## src/rtl/core/bmlt_pkg.sv

```systemverilog
// Shared types and codes for the bounded multi-list table.
// Holds the command and status encodings; no dependencies.
package bmlt_pkg;

   localparam int MODE_W   = 4;
   localparam int SLOT_W   = 4;
   localparam int AMOUNT_W = 6;
   localparam int DATA_W   = 32;
   localparam int STATUS_W = 4;
   localparam int CNT_W    = 4;

   typedef logic [MODE_W-1:0]   mode_type;
   typedef logic [STATUS_W-1:0] status_type;

   localparam mode_type MODE_CREATE      = 4'd0;
   localparam mode_type MODE_APPEND      = 4'd1;
   localparam mode_type MODE_DROP_LAST   = 4'd2;
   localparam mode_type MODE_DROP_VALUE  = 4'd3;
   localparam mode_type MODE_RESIZE      = 4'd4;
   localparam mode_type MODE_COUNT       = 4'd5;
   localparam mode_type MODE_READ        = 4'd6;
   localparam mode_type MODE_READ_SORTED = 4'd7;
   localparam mode_type MODE_READ_ALL    = 4'd8;
   localparam mode_type MODE_ALL_SORTED  = 4'd9;

   localparam status_type ST_OK           = 4'd0;
   localparam status_type ST_BAD_SLOT     = 4'd1;
   localparam status_type ST_NO_LIST      = 4'd2;
   localparam status_type ST_EXISTS       = 4'd3;
   localparam status_type ST_BAD_SIZE     = 4'd4;
   localparam status_type ST_NO_MEMORY    = 4'd5;
   localparam status_type ST_FULL         = 4'd6;
   localparam status_type ST_EMPTY        = 4'd7;
   localparam status_type ST_NOT_FOUND    = 4'd8;
   localparam status_type ST_BAD_NEW_SIZE = 4'd9;
   localparam status_type ST_ALL_EMPTY    = 4'd10;

endpackage

```

## src/rtl/core/bounded_multi_list_table_top.sv

```systemverilog
// Top level of the bounded multi-list table: command decode, sequencer and
// list bookkeeping. Depends on bmlt_pkg and bmlt_store.
//
// Usage: a command transfers on the req_ channel when req_valid is high and
// req_stall is low. The block holds req_stall high while it works on one
// command. Each command returns one or more rsp_ transfers; the final one has
// rsp_last set. Unknown modes are dropped with no response.
// Simple commands are decided in the check state and answer with one transfer.
// Drop-by-value walks the positions of the list until it finds the value,
// then shifts the tail down by one element. A plain read scans every position
// and reads each stored element, skipping empty positions. A sorted read runs
// one full scan pass per emitted element (up to NUM_LISTS*MAX_CAPACITY
// positions each), so its run time grows with the square of the element count;
// the element store has a single read port for all of these scans.
// Reset clears all list descriptors (existence, capacity, count); the element
// store needs no clearing. When the receiver stalls, the pending response
// holds in the output register and the sequencer waits.
module bounded_multi_list_table_top
   import bmlt_pkg::*;
#(
   parameter int NUM_LISTS    = 8,
   parameter int MAX_CAPACITY = 8
) (
   input  logic                       clock,
   input  logic                       reset,
   input  logic                       req_valid,
   output logic                       req_stall,
   input  logic [MODE_W-1:0]          req_mode,
   input  logic [SLOT_W-1:0]          req_slot,
   input  logic signed [AMOUNT_W-1:0] req_amount,
   input  logic signed [DATA_W-1:0]   req_value,
   output logic                       rsp_valid,
   input  logic                       rsp_stall,
   output logic [STATUS_W-1:0]        rsp_status,
   output logic                       rsp_has_value,
   output logic signed [DATA_W-1:0]   rsp_data_out,
   output logic [CNT_W-1:0]           rsp_count_out,
   output logic                       rsp_last
);

   localparam int DEPTH = NUM_LISTS * MAX_CAPACITY;
   localparam int SW    = (NUM_LISTS > 1) ? $clog2(NUM_LISTS) : 1;
   localparam int IW    = (MAX_CAPACITY > 1) ? $clog2(MAX_CAPACITY) : 1;
   localparam int AW    = (DEPTH > 1) ? $clog2(DEPTH) : 1;
   localparam int NW    = $clog2(DEPTH + 1);
   localparam int KW    = DATA_W + AW;

   typedef enum logic [7:0] {
      S_IDLE     = 8'b0000_0001,
      S_CHECK    = 8'b0000_0010,
      S_SCAN_RD  = 8'b0000_0100,
      S_SCAN_CMP = 8'b0000_1000,
      S_NEXT     = 8'b0001_0000,
      S_EMIT     = 8'b0010_0000,
      S_SHIFT_RD = 8'b0100_0000,
      S_SHIFT_WR = 8'b1000_0000
   } state_type;

   state_type state_ff, state_in;

   logic [MODE_W-1:0]          mode_ff, mode_in;
   logic [SLOT_W-1:0]          slot_ff, slot_in;
   logic signed [AMOUNT_W-1:0] amount_ff, amount_in;
   logic [DATA_W-1:0]          value_ff, value_in;
   logic [SW-1:0]              cur_slot_ff, cur_slot_in;
   logic [IW-1:0]              idx_ff, idx_in;
   logic [NW-1:0]              n_total_ff, n_total_in;
   logic [NW-1:0]              emit_cnt_ff, emit_cnt_in;
   logic                       prev_valid_ff, prev_valid_in;
   logic [KW-1:0]              prev_key_ff, prev_key_in;
   logic                       best_valid_ff, best_valid_in;
   logic [KW-1:0]              best_key_ff, best_key_in;

   logic [STATUS_W-1:0] res_status_ff, res_status_in;
   logic                res_has_ff, res_has_in;
   logic [DATA_W-1:0]   res_data_ff, res_data_in;
   logic [CNT_W-1:0]    res_count_ff, res_count_in;
   logic                res_last_ff, res_last_in;

   logic                rsp_valid_ff, rsp_valid_in;
   logic [STATUS_W-1:0] rsp_status_ff, rsp_status_in;
   logic                rsp_has_ff, rsp_has_in;
   logic [DATA_W-1:0]   rsp_data_ff, rsp_data_in;
   logic [CNT_W-1:0]    rsp_count_ff, rsp_count_in;
   logic                rsp_last_ff, rsp_last_in;

   logic             exists_ff [NUM_LISTS];
   logic             exists_in [NUM_LISTS];
   logic [CNT_W-1:0] cap_ff    [NUM_LISTS];
   logic [CNT_W-1:0] cap_in    [NUM_LISTS];
   logic [CNT_W-1:0] count_ff  [NUM_LISTS];
   logic [CNT_W-1:0] count_in  [NUM_LISTS];

   logic              wr_en, rd_en;
   logic [AW-1:0]     wr_addr, rd_addr;
   logic [DATA_W-1:0] wr_data, rd_data;

   logic             cur_exists;
   logic [CNT_W-1:0] cur_cap, cur_cnt;
   logic [AW-1:0]    cur_addr;
   logic [NW-1:0]    n_sum;
   logic             scope_all, sorted_mode, slot_ok, pos_valid, out_free, load_rsp;
   logic [KW-1:0]    cand_key;
   logic signed [AMOUNT_W:0] new_cap;
   logic [NW-1:0]    emit_next;

   bmlt_store #(.DEPTH(DEPTH), .AW(AW)) u_store (
      .clock  (clock),
      .wr_en  (wr_en),
      .wr_addr(wr_addr),
      .wr_data(wr_data),
      .rd_en  (rd_en),
      .rd_addr(rd_addr),
      .rd_data(rd_data)
   );

   assign cur_exists  = exists_ff[cur_slot_ff];
   assign cur_cap     = cap_ff[cur_slot_ff];
   assign cur_cnt     = count_ff[cur_slot_ff];
   assign cur_addr    = AW'(AW'(cur_slot_ff) * AW'(MAX_CAPACITY)) + AW'(idx_ff);
   assign scope_all   = (mode_ff == MODE_READ_ALL) || (mode_ff == MODE_ALL_SORTED);
   assign sorted_mode = (mode_ff == MODE_READ_SORTED) || (mode_ff == MODE_ALL_SORTED);
   assign slot_ok     = (slot_ff >= SLOT_W'(1)) && (slot_ff <= SLOT_W'(NUM_LISTS));
   assign pos_valid   = cur_exists && (CNT_W'(idx_ff) < cur_cnt);
   assign out_free    = !rsp_valid_ff || !rsp_stall;
   assign load_rsp    = (state_ff == S_EMIT) && out_free;
   // Sort key: value with its sign bit flipped, then the store position, so
   // equal values come out in buffer order.
   assign cand_key    = {~rd_data[DATA_W-1], rd_data[DATA_W-2:0], cur_addr};
   assign new_cap     = $signed({3'b000, cur_cap}) + (AMOUNT_W+1)'(amount_ff);
   assign emit_next   = emit_cnt_ff + NW'(1);

   always_comb begin
      n_sum = '0;
      for (int k = 0; k < NUM_LISTS; k++) begin
         if (exists_ff[k]) begin
            n_sum = n_sum + NW'(count_ff[k]);
         end
      end
   end

   always_comb begin
      state_in      = state_ff;
      mode_in       = mode_ff;
      slot_in       = slot_ff;
      amount_in     = amount_ff;
      value_in      = value_ff;
      cur_slot_in   = cur_slot_ff;
      idx_in        = idx_ff;
      n_total_in    = n_total_ff;
      emit_cnt_in   = emit_cnt_ff;
      prev_valid_in = prev_valid_ff;
      prev_key_in   = prev_key_ff;
      best_valid_in = best_valid_ff;
      best_key_in   = best_key_ff;
      res_status_in = res_status_ff;
      res_has_in    = res_has_ff;
      res_data_in   = res_data_ff;
      res_count_in  = res_count_ff;
      res_last_in   = res_last_ff;
      exists_in     = exists_ff;
      cap_in        = cap_ff;
      count_in      = count_ff;
      wr_en         = 1'b0;
      wr_addr       = cur_addr;
      wr_data       = rd_data;
      rd_en         = 1'b0;
      rd_addr       = cur_addr;

      rsp_valid_in  = rsp_valid_ff;
      rsp_status_in = rsp_status_ff;
      rsp_has_in    = rsp_has_ff;
      rsp_data_in   = rsp_data_ff;
      rsp_count_in  = rsp_count_ff;
      rsp_last_in   = rsp_last_ff;
      if (rsp_valid_ff && !rsp_stall) begin
         rsp_valid_in = 1'b0;
      end

      unique case (state_ff)
         S_IDLE: begin
            if (req_valid && (req_mode <= MODE_ALL_SORTED)) begin
               mode_in     = req_mode;
               slot_in     = req_slot;
               amount_in   = req_amount;
               value_in    = req_value;
               cur_slot_in = SW'(req_slot - SLOT_W'(1));
               state_in    = S_CHECK;
            end
         end

         S_CHECK: begin
            res_status_in = ST_OK;
            res_has_in    = 1'b0;
            res_data_in   = '0;
            res_count_in  = '0;
            res_last_in   = 1'b1;
            state_in      = S_EMIT;
            idx_in        = '0;
            emit_cnt_in   = '0;
            prev_valid_in = 1'b0;
            best_valid_in = 1'b0;
            if (scope_all) begin
               cur_slot_in = '0;
               if (n_sum == '0) begin
                  res_status_in = ST_ALL_EMPTY;
               end else begin
                  n_total_in = n_sum;
                  state_in   = S_SCAN_RD;
               end
            end else if (!slot_ok) begin
               res_status_in = ST_BAD_SLOT;
            end else if (mode_ff == MODE_CREATE) begin
               if (cur_exists) begin
                  res_status_in = ST_EXISTS;
               end else if (amount_ff < $signed(AMOUNT_W'(1))) begin
                  res_status_in = ST_BAD_SIZE;
               end else if (amount_ff > $signed(AMOUNT_W'(MAX_CAPACITY))) begin
                  res_status_in = ST_NO_MEMORY;
               end else begin
                  exists_in[cur_slot_ff] = 1'b1;
                  cap_in[cur_slot_ff]    = CNT_W'(amount_ff);
                  count_in[cur_slot_ff]  = '0;
               end
            end else if (!cur_exists) begin
               res_status_in = ST_NO_LIST;
            end else begin
               unique case (mode_ff)
                  MODE_APPEND: begin
                     if ((cur_cnt >= cur_cap) || (cur_cnt >= CNT_W'(MAX_CAPACITY))) begin
                        res_status_in = ST_FULL;
                     end else begin
                        wr_en   = 1'b1;
                        wr_addr = AW'(AW'(cur_slot_ff) * AW'(MAX_CAPACITY))
                                  + AW'(cur_cnt[IW-1:0]);
                        wr_data = value_ff;
                        count_in[cur_slot_ff] = cur_cnt + CNT_W'(1);
                     end
                  end
                  MODE_DROP_LAST: begin
                     if (cur_cnt == '0) begin
                        res_status_in = ST_EMPTY;
                     end else begin
                        count_in[cur_slot_ff] = cur_cnt - CNT_W'(1);
                     end
                  end
                  MODE_DROP_VALUE: begin
                     if (cur_cnt == '0) begin
                        res_status_in = ST_EMPTY;
                     end else begin
                        state_in = S_SCAN_RD;
                     end
                  end
                  MODE_RESIZE: begin
                     if (new_cap < $signed((AMOUNT_W+1)'(1))) begin
                        res_status_in = ST_BAD_NEW_SIZE;
                     end else if (new_cap > $signed((AMOUNT_W+1)'(MAX_CAPACITY))) begin
                        res_status_in = ST_NO_MEMORY;
                     end else begin
                        cap_in[cur_slot_ff] = CNT_W'(new_cap);
                        if (cur_cnt > CNT_W'(new_cap)) begin
                           count_in[cur_slot_ff] = CNT_W'(new_cap);
                        end
                     end
                  end
                  MODE_COUNT: begin
                     if (cur_cnt == '0) begin
                        res_status_in = ST_EMPTY;
                     end else begin
                        res_count_in = cur_cnt;
                     end
                  end
                  default: begin
                     // Single-list reads; an empty list answers once with no data.
                     if (cur_cnt != '0) begin
                        n_total_in = NW'(cur_cnt);
                        state_in   = S_SCAN_RD;
                     end
                  end
               endcase
            end
         end

         S_SCAN_RD: begin
            if (pos_valid) begin
               rd_en    = 1'b1;
               state_in = S_SCAN_CMP;
            end else begin
               state_in = S_NEXT;
            end
         end

         S_SCAN_CMP: begin
            state_in = S_NEXT;
            if (mode_ff == MODE_DROP_VALUE) begin
               if (rd_data == value_ff) begin
                  state_in = S_SHIFT_RD;
               end
            end else if (sorted_mode) begin
               if ((!prev_valid_ff || (cand_key > prev_key_ff))
                   && (!best_valid_ff || (cand_key < best_key_ff))) begin
                  best_valid_in = 1'b1;
                  best_key_in   = cand_key;
               end
            end else begin
               res_status_in = ST_OK;
               res_has_in    = 1'b1;
               res_data_in   = rd_data;
               res_count_in  = '0;
               res_last_in   = (emit_next == n_total_ff);
               emit_cnt_in   = emit_next;
               state_in      = S_EMIT;
            end
         end

         S_NEXT: begin
            if (idx_ff != IW'(MAX_CAPACITY - 1)) begin
               idx_in   = idx_ff + IW'(1);
               state_in = S_SCAN_RD;
            end else if (scope_all && (cur_slot_ff != SW'(NUM_LISTS - 1))) begin
               idx_in      = '0;
               cur_slot_in = cur_slot_ff + SW'(1);
               state_in    = S_SCAN_RD;
            end else if (mode_ff == MODE_DROP_VALUE) begin
               res_status_in = ST_NOT_FOUND;
               res_has_in    = 1'b0;
               res_data_in   = '0;
               res_count_in  = '0;
               res_last_in   = 1'b1;
               state_in      = S_EMIT;
            end else if (sorted_mode && best_valid_ff) begin
               // End of a pass: the smallest key above the previous one goes out.
               res_status_in = ST_OK;
               res_has_in    = 1'b1;
               res_data_in   = {~best_key_ff[KW-1], best_key_ff[KW-2:AW]};
               res_count_in  = '0;
               res_last_in   = (emit_next == n_total_ff);
               emit_cnt_in   = emit_next;
               prev_valid_in = 1'b1;
               prev_key_in   = best_key_ff;
               state_in      = S_EMIT;
            end else begin
               state_in = S_IDLE;
            end
         end

         S_EMIT: begin
            if (out_free) begin
               rsp_valid_in  = 1'b1;
               rsp_status_in = res_status_ff;
               rsp_has_in    = res_has_ff;
               rsp_data_in   = res_data_ff;
               rsp_count_in  = res_count_ff;
               rsp_last_in   = res_last_ff;
               if (res_last_ff) begin
                  state_in = S_IDLE;
               end else if (sorted_mode) begin
                  idx_in        = '0;
                  best_valid_in = 1'b0;
                  if (scope_all) begin
                     cur_slot_in = '0;
                  end
                  state_in = S_SCAN_RD;
               end else begin
                  state_in = S_NEXT;
               end
            end
         end

         S_SHIFT_RD: begin
            if ((CNT_W'(idx_ff) + CNT_W'(1)) < cur_cnt) begin
               rd_en    = 1'b1;
               rd_addr  = cur_addr + AW'(1);
               state_in = S_SHIFT_WR;
            end else begin
               count_in[cur_slot_ff] = cur_cnt - CNT_W'(1);
               res_status_in = ST_OK;
               res_has_in    = 1'b0;
               res_data_in   = '0;
               res_count_in  = '0;
               res_last_in   = 1'b1;
               state_in      = S_EMIT;
            end
         end

         S_SHIFT_WR: begin
            wr_en    = 1'b1;
            wr_addr  = cur_addr;
            wr_data  = rd_data;
            idx_in   = idx_ff + IW'(1);
            state_in = S_SHIFT_RD;
         end

         default: begin
            state_in = S_IDLE;
         end
      endcase
   end

   always_ff @(posedge clock) begin
      if (reset) begin
         state_ff     <= S_IDLE;
         rsp_valid_ff <= 1'b0;
         for (int k = 0; k < NUM_LISTS; k++) begin
            exists_ff[k] <= 1'b0;
            cap_ff[k]    <= '0;
            count_ff[k]  <= '0;
         end
      end else begin
         state_ff     <= state_in;
         rsp_valid_ff <= rsp_valid_in;
         exists_ff    <= exists_in;
         cap_ff       <= cap_in;
         count_ff     <= count_in;
      end
      mode_ff       <= mode_in;
      slot_ff       <= slot_in;
      amount_ff     <= amount_in;
      value_ff      <= value_in;
      cur_slot_ff   <= cur_slot_in;
      idx_ff        <= idx_in;
      n_total_ff    <= n_total_in;
      emit_cnt_ff   <= emit_cnt_in;
      prev_valid_ff <= prev_valid_in;
      prev_key_ff   <= prev_key_in;
      best_valid_ff <= best_valid_in;
      best_key_ff   <= best_key_in;
      res_status_ff <= res_status_in;
      res_has_ff    <= res_has_in;
      res_data_ff   <= res_data_in;
      res_count_ff  <= res_count_in;
      res_last_ff   <= res_last_in;
      rsp_status_ff <= rsp_status_in;
      rsp_has_ff    <= rsp_has_in;
      rsp_data_ff   <= rsp_data_in;
      rsp_count_ff  <= rsp_count_in;
      rsp_last_ff   <= rsp_last_in;
   end

   assign req_stall     = (state_ff != S_IDLE);
   assign rsp_valid     = rsp_valid_ff;
   assign rsp_status    = rsp_status_ff;
   assign rsp_has_value = rsp_has_ff;
   assign rsp_data_out  = rsp_data_ff;
   assign rsp_count_out = rsp_count_ff;
   assign rsp_last      = rsp_last_ff;

   // A read walk never emits more elements than it counted at the start.
   a_emit_bound: assert property (@(posedge clock) disable iff (reset)
      (state_ff == S_EMIT) && res_has_ff |-> (emit_cnt_ff <= n_total_ff))
      else $error("read walk emitted more elements than counted");

   // The current list never holds more elements than its capacity.
   a_count_cap: assert property (@(posedge clock) disable iff (reset)
      cur_exists |-> (cur_cnt <= cur_cap))
      else $error("list count exceeds capacity");

   // The final transfer of a command returns the sequencer to idle.
   a_last_idle: assert property (@(posedge clock) disable iff (reset)
      load_rsp && res_last_ff |=> (state_ff == S_IDLE) && rsp_valid_ff)
      else $error("sequencer busy after final response");

endmodule

```

## src/rtl/core/bmlt_store.sv

```systemverilog
// Element store of the list table: one write port, one registered read port.
// Depends on bmlt_pkg for the data width.
module bmlt_store
   import bmlt_pkg::*;
#(
   parameter int DEPTH = 64,
   parameter int AW    = 6
) (
   input  logic              clock,
   input  logic              wr_en,
   input  logic [AW-1:0]     wr_addr,
   input  logic [DATA_W-1:0] wr_data,
   input  logic              rd_en,
   input  logic [AW-1:0]     rd_addr,
   output logic [DATA_W-1:0] rd_data
);

   logic [DATA_W-1:0] mem [DEPTH];
   logic [DATA_W-1:0] rd_data_ff;

   always_ff @(posedge clock) begin
      if (wr_en) begin
         mem[wr_addr] <= wr_data;
      end
      if (rd_en) begin
         rd_data_ff <= mem[rd_addr];
      end
   end

   assign rd_data = rd_data_ff;

endmodule

```

## config.mk

```make
export PLATFORM = sky130hd
export DESIGN_NAME = bounded_multi_list_table_top
export DESIGN_NICKNAME = d
export VERILOG_FILES = /design/src/rtl/core/bmlt_pkg.sv /design/src/rtl/core/bounded_multi_list_table_top.sv /design/src/rtl/core/bmlt_store.sv
export SDC_FILE = /design/constraint.sdc
export NUM_CORES = 2
export LEC_CHECK = 0
export BUFFER_PORTS_ARGS = -buffer_cell sky130_fd_sc_hd__buf_2
export CAP_MARGIN = 10
export CORE_ASPECT_RATIO = 1.4
export CORE_MARGIN = 3
export CORE_UTILIZATION = 50
export CTS_BUF_LIST = sky130_fd_sc_hd__clkbuf_8 sky130_fd_sc_hd__clkbuf_16
export CTS_CLUSTER_DIAMETER = 40
export DETAILED_ROUTE_END_ITERATION = 16
export PLACE_DENSITY_LB_ADDON = 0.25
export RECOVER_POWER = 100
export SYNTH_ARGS = -nofsm -noshare
export SYNTH_HDL_FRONTEND = slang
export SYNTH_SLANG_ARGS = --single-unit
```

## constraint.sdc

```tcl
create_clock -name clock -period 15.7 [get_ports clock]
set_input_delay 3.14 -clock clock [delete_from_list [all_inputs] [get_ports clock]]
set_output_delay 3.14 -clock clock [all_outputs]
set_load 0.01 [all_outputs]
```

==> metrics.txt <==
initial antenna violation count 18; row cnt 198; FMAX 80.80 MHz; Starting Density 50.34%; Hold/Removal Path Class flop to flop; Yosys reg bits 2389; Final period util 78.83%; Synth Area in Compound Gates 20.04%; post-synthesis mux area share 1.077%; combinational share of power 6.5%; Slowest cell on crit path clkinvlp_2; post-synthesis cell area 0.1049 mm^2; CTS root buf clkbuf_16; Layout area overhead 10.13%; failing checks capacitance limit, slew limit; Detailed Route Iter0 Violations 11860; Worst-Margin Slew 3.915 ns; post-synth top area share 66.08%; R2R setup slack 3.32 ns; post-CTS resize count 0; Residual DRC 0; Arr. time, crit path 13.12 ns; Yosys cell types 84; die height 547.9 um; fin util 55.44%; ANT nets after route 0; total power per unit cell area 114.9 mW/mm^2; drt total wl 357200 um; area of the multi-input gates 0.03126 mm^2; xor/xnor share of the synthesized area 0.7169%; register area share after synthesis 67.62%; WL/cell 32.62 um; Final Hold Viols 0; post-DR vias/cell 7.130; ys flop type edfxtp_1; number of global-route vias before repair 74970; port bufs 93; GR Overflow Total 0; Clock Pin Slew Worst Setup and Hold Paths 0.07 ns; # clock sinks 2389; setup bufs post-CTS 0; cts hold-fix bufs 0; Worst Setup End Kind flop; endpoints failing setup 0; YS warnings 0; vias post-DR 78090; final setup TNS 0 ns; die span in x 393.1 um; pin count of the biggest net entering global routing 144; Core Region 0.2083 mm^2; first-pass GRT wire length 507000 um; EDFF count, synth 2308; Pint 0.01015 W; slew margin rel. -161.0%; LEAKAGE 35.97 nW; Synth Area in Adders 1.727%; pre-CTS setup slack 7.005 ns; fillcell total 16660; largest family of logic cells by synthesized area compound AO/OA/AOI/OAI gates; Total GRT Usage 32.01%; crit-path cells clkbuf_1, clkinvlp_2, nand2_1, o31a_2, buf_4, clkbuf_1, o22ai_1, nor3_1, nor2_1, nor3_1, or3_1; largest cells by area after synthesis edfxtp_1, o221ai_1, o22ai_1; RSZ-0062 raised after global routing false; Psw 0.003113 W; post-synthesis simple-gate area fraction 5.708%; leading area contributor after synthesis edfxtp_1; Reg area 0.07093 mm^2; cts bufs inserted 231; total power 0.01327 W; Clock power frac 41.4%; detailed placer's ending HPWL 193000 um; Clock Latency Late Sink 0.90 ns; slowest stage delay, CP 3.63 ns; CP required 16.44 ns; commonest non-fill, non-tap cell in the layout edfxtp_1; sequential share of power 52.1%; outcome complete, but fails checks; clk buf depth 4; final hold slack 0.4181 ns; Nets 8146; crit path launch type flop; Post-Syn Instances 8088; Pre-antenna DRT Iters 9; H-tree depth 4; Post-Syn Area per Cell 12.97 um^2; GPL Wtd Cong 0.8926; worst-path fanout max 76; Net Sw Frac 23.46%; share of flip-flops with an asynchronous set or reset 0%; Die ar. 0.2154 mm^2; syn_nets 8278; Worst VDD drop 89.32 uV; layout cells sized above 1 7.627%; most frequent cells in the layout edfxtp_1, o22ai_1, nor2_1; CP Class flop to flop; CTS tree yes; Max Slew Vio Count 4847; fin crit period 12.38 ns; number of max-cap violations 119; Boundary Pins 94; Fin Clk Skew 0.05399 ns; worst setup margin 3.324 ns
[critical path, delay by kind of cell (launching register included)]
family | cells | cell delay (ns)
flops | 1 | 0.32
compound gates | 2 | 0.55
simple gates | 5 | 3.30
buf+inv | 4 | 7.96
[power groups by stage]
stage	clock network [W]	registers, W	logic, W
after floorplan	0	0.00705	0.000430
after global placement	0	0.00705	0.000814
after detailed placement	0	0.00705	0.000823
after CTS	0.00551	0.00692	0.000825
after global routing	0.00575	0.00692	0.000876
final	0.00549	0.00692	0.000861
[worst paths after layout]
kind / startpoint / end / depth (start not counted)
hold reg to reg: res_data_ff[26]$_SDFFCE_PN0P_ / rsp_data_out[26]$_DFFE_PP_ / 0
setup reg to reg: idx_ff[0]$_SDFFCE_PN0P_ / u_store.rd_data[13]$_DFFE_PP_ / 11
setup / recovery: idx_ff[0]$_SDFFCE_PN0P_ / u_store.rd_data[13]$_DFFE_PP_ / 11
hold / removal: res_data_ff[26]$_SDFFCE_PN0P_ / rsp_data_out[26]$_DFFE_PP_ / 0
[per-layer routing]
layer | vias to the layer above | global-route usage, % | share of wire (%)
met2 | 5755 | 50.95 | 46
met5 | - | 0 | 0.017
li1 | 32510 | - | -
met4 | 8 | 22.65 | 8.3
met3 | 1301 | 6.557 | 12
met1 | 38520 | 39.01 | 33
[cells by family after synthesis]
group,after synthesis
AO/OA/AOI/OAI,3185
flip-flops,2389
AND/OR/NAND/NOR,1369
buffers and inverters,816
adder cells (fa/ha/maj),140
multiplexers,104
XOR/XNOR,85
[registers in the layout, indices dropped and copies added (netlist names), 3 cells and up]
| signal | count |
|---|---|
| amount_ff | 6 |
| best_key_ff | 38 |
| cap_ff | 32 |
| count_ff | 32 |
| cur_slot_ff | 3 |
| emit_cnt_ff | 7 |
| exists_ff | 8 |
| idx_ff | 3 |
| mode_ff | 4 |
| n_total_ff | 7 |
| prev_key_ff | 38 |
| res_count_ff | 4 |
| res_data_ff | 32 |
| res_status_ff | 4 |
| rsp_count_out | 4 |
| rsp_data_out | 32 |
| rsp_status | 4 |
| slot_ff | 4 |
| state_ff | 8 |
| u_store.mem | 2048 |
| u_store.rd_data | 32 |
| value_ff | 32 |
[Yosys cell counts, types with 18 or more instances]
library cell and instances:
inv_1 122, nand2_1 144, nand3_1 30, nand4_1 31
mux2_2 46, a22o_1 44, mux2i_1 54, ha_1 132
clkbuf_1 480, buf_1 80, nor3_1 223, a221oi_1 21
xnor2_1 40, a211oi_1 27, and3_1 19, o21a_1 62
o21ai_0 659, nor2b_1 23, a21o_1 39, a21oi_1 485
dfxtp_1 81, nor2_1 785, buf_2 119, nor4_1 18
o22ai_1 843, edfxtp_1 2308, xor2_1 44, o221ai_1 684
a22oi_1 228
[stage by stage]
step | instance area (um^2) | std cells
floorplan | 104900 | 8088
global placement | 108800 | 10520
detailed placement | 108800 | 10520
CTS | 116200 | 10940
global route | 115500 | 10950
finish | 115500 | 10950
[layout make-up]
class / count / area share, %
Timing Repair Buffer: 327 / 1.707
Tap cell: 2800 / 3.033
Clock inverter: 184 / 1.291
Multi-Input combinational cell: 4883 / 27.06
Inverter: 124 / 0.4040
Sequential cell: 2389 / 61.40
Clock buffer: 235 / 5.081
Antenna cell: 10 / 0.02166
No activity file was read; power rests on OpenSTA's default activity.
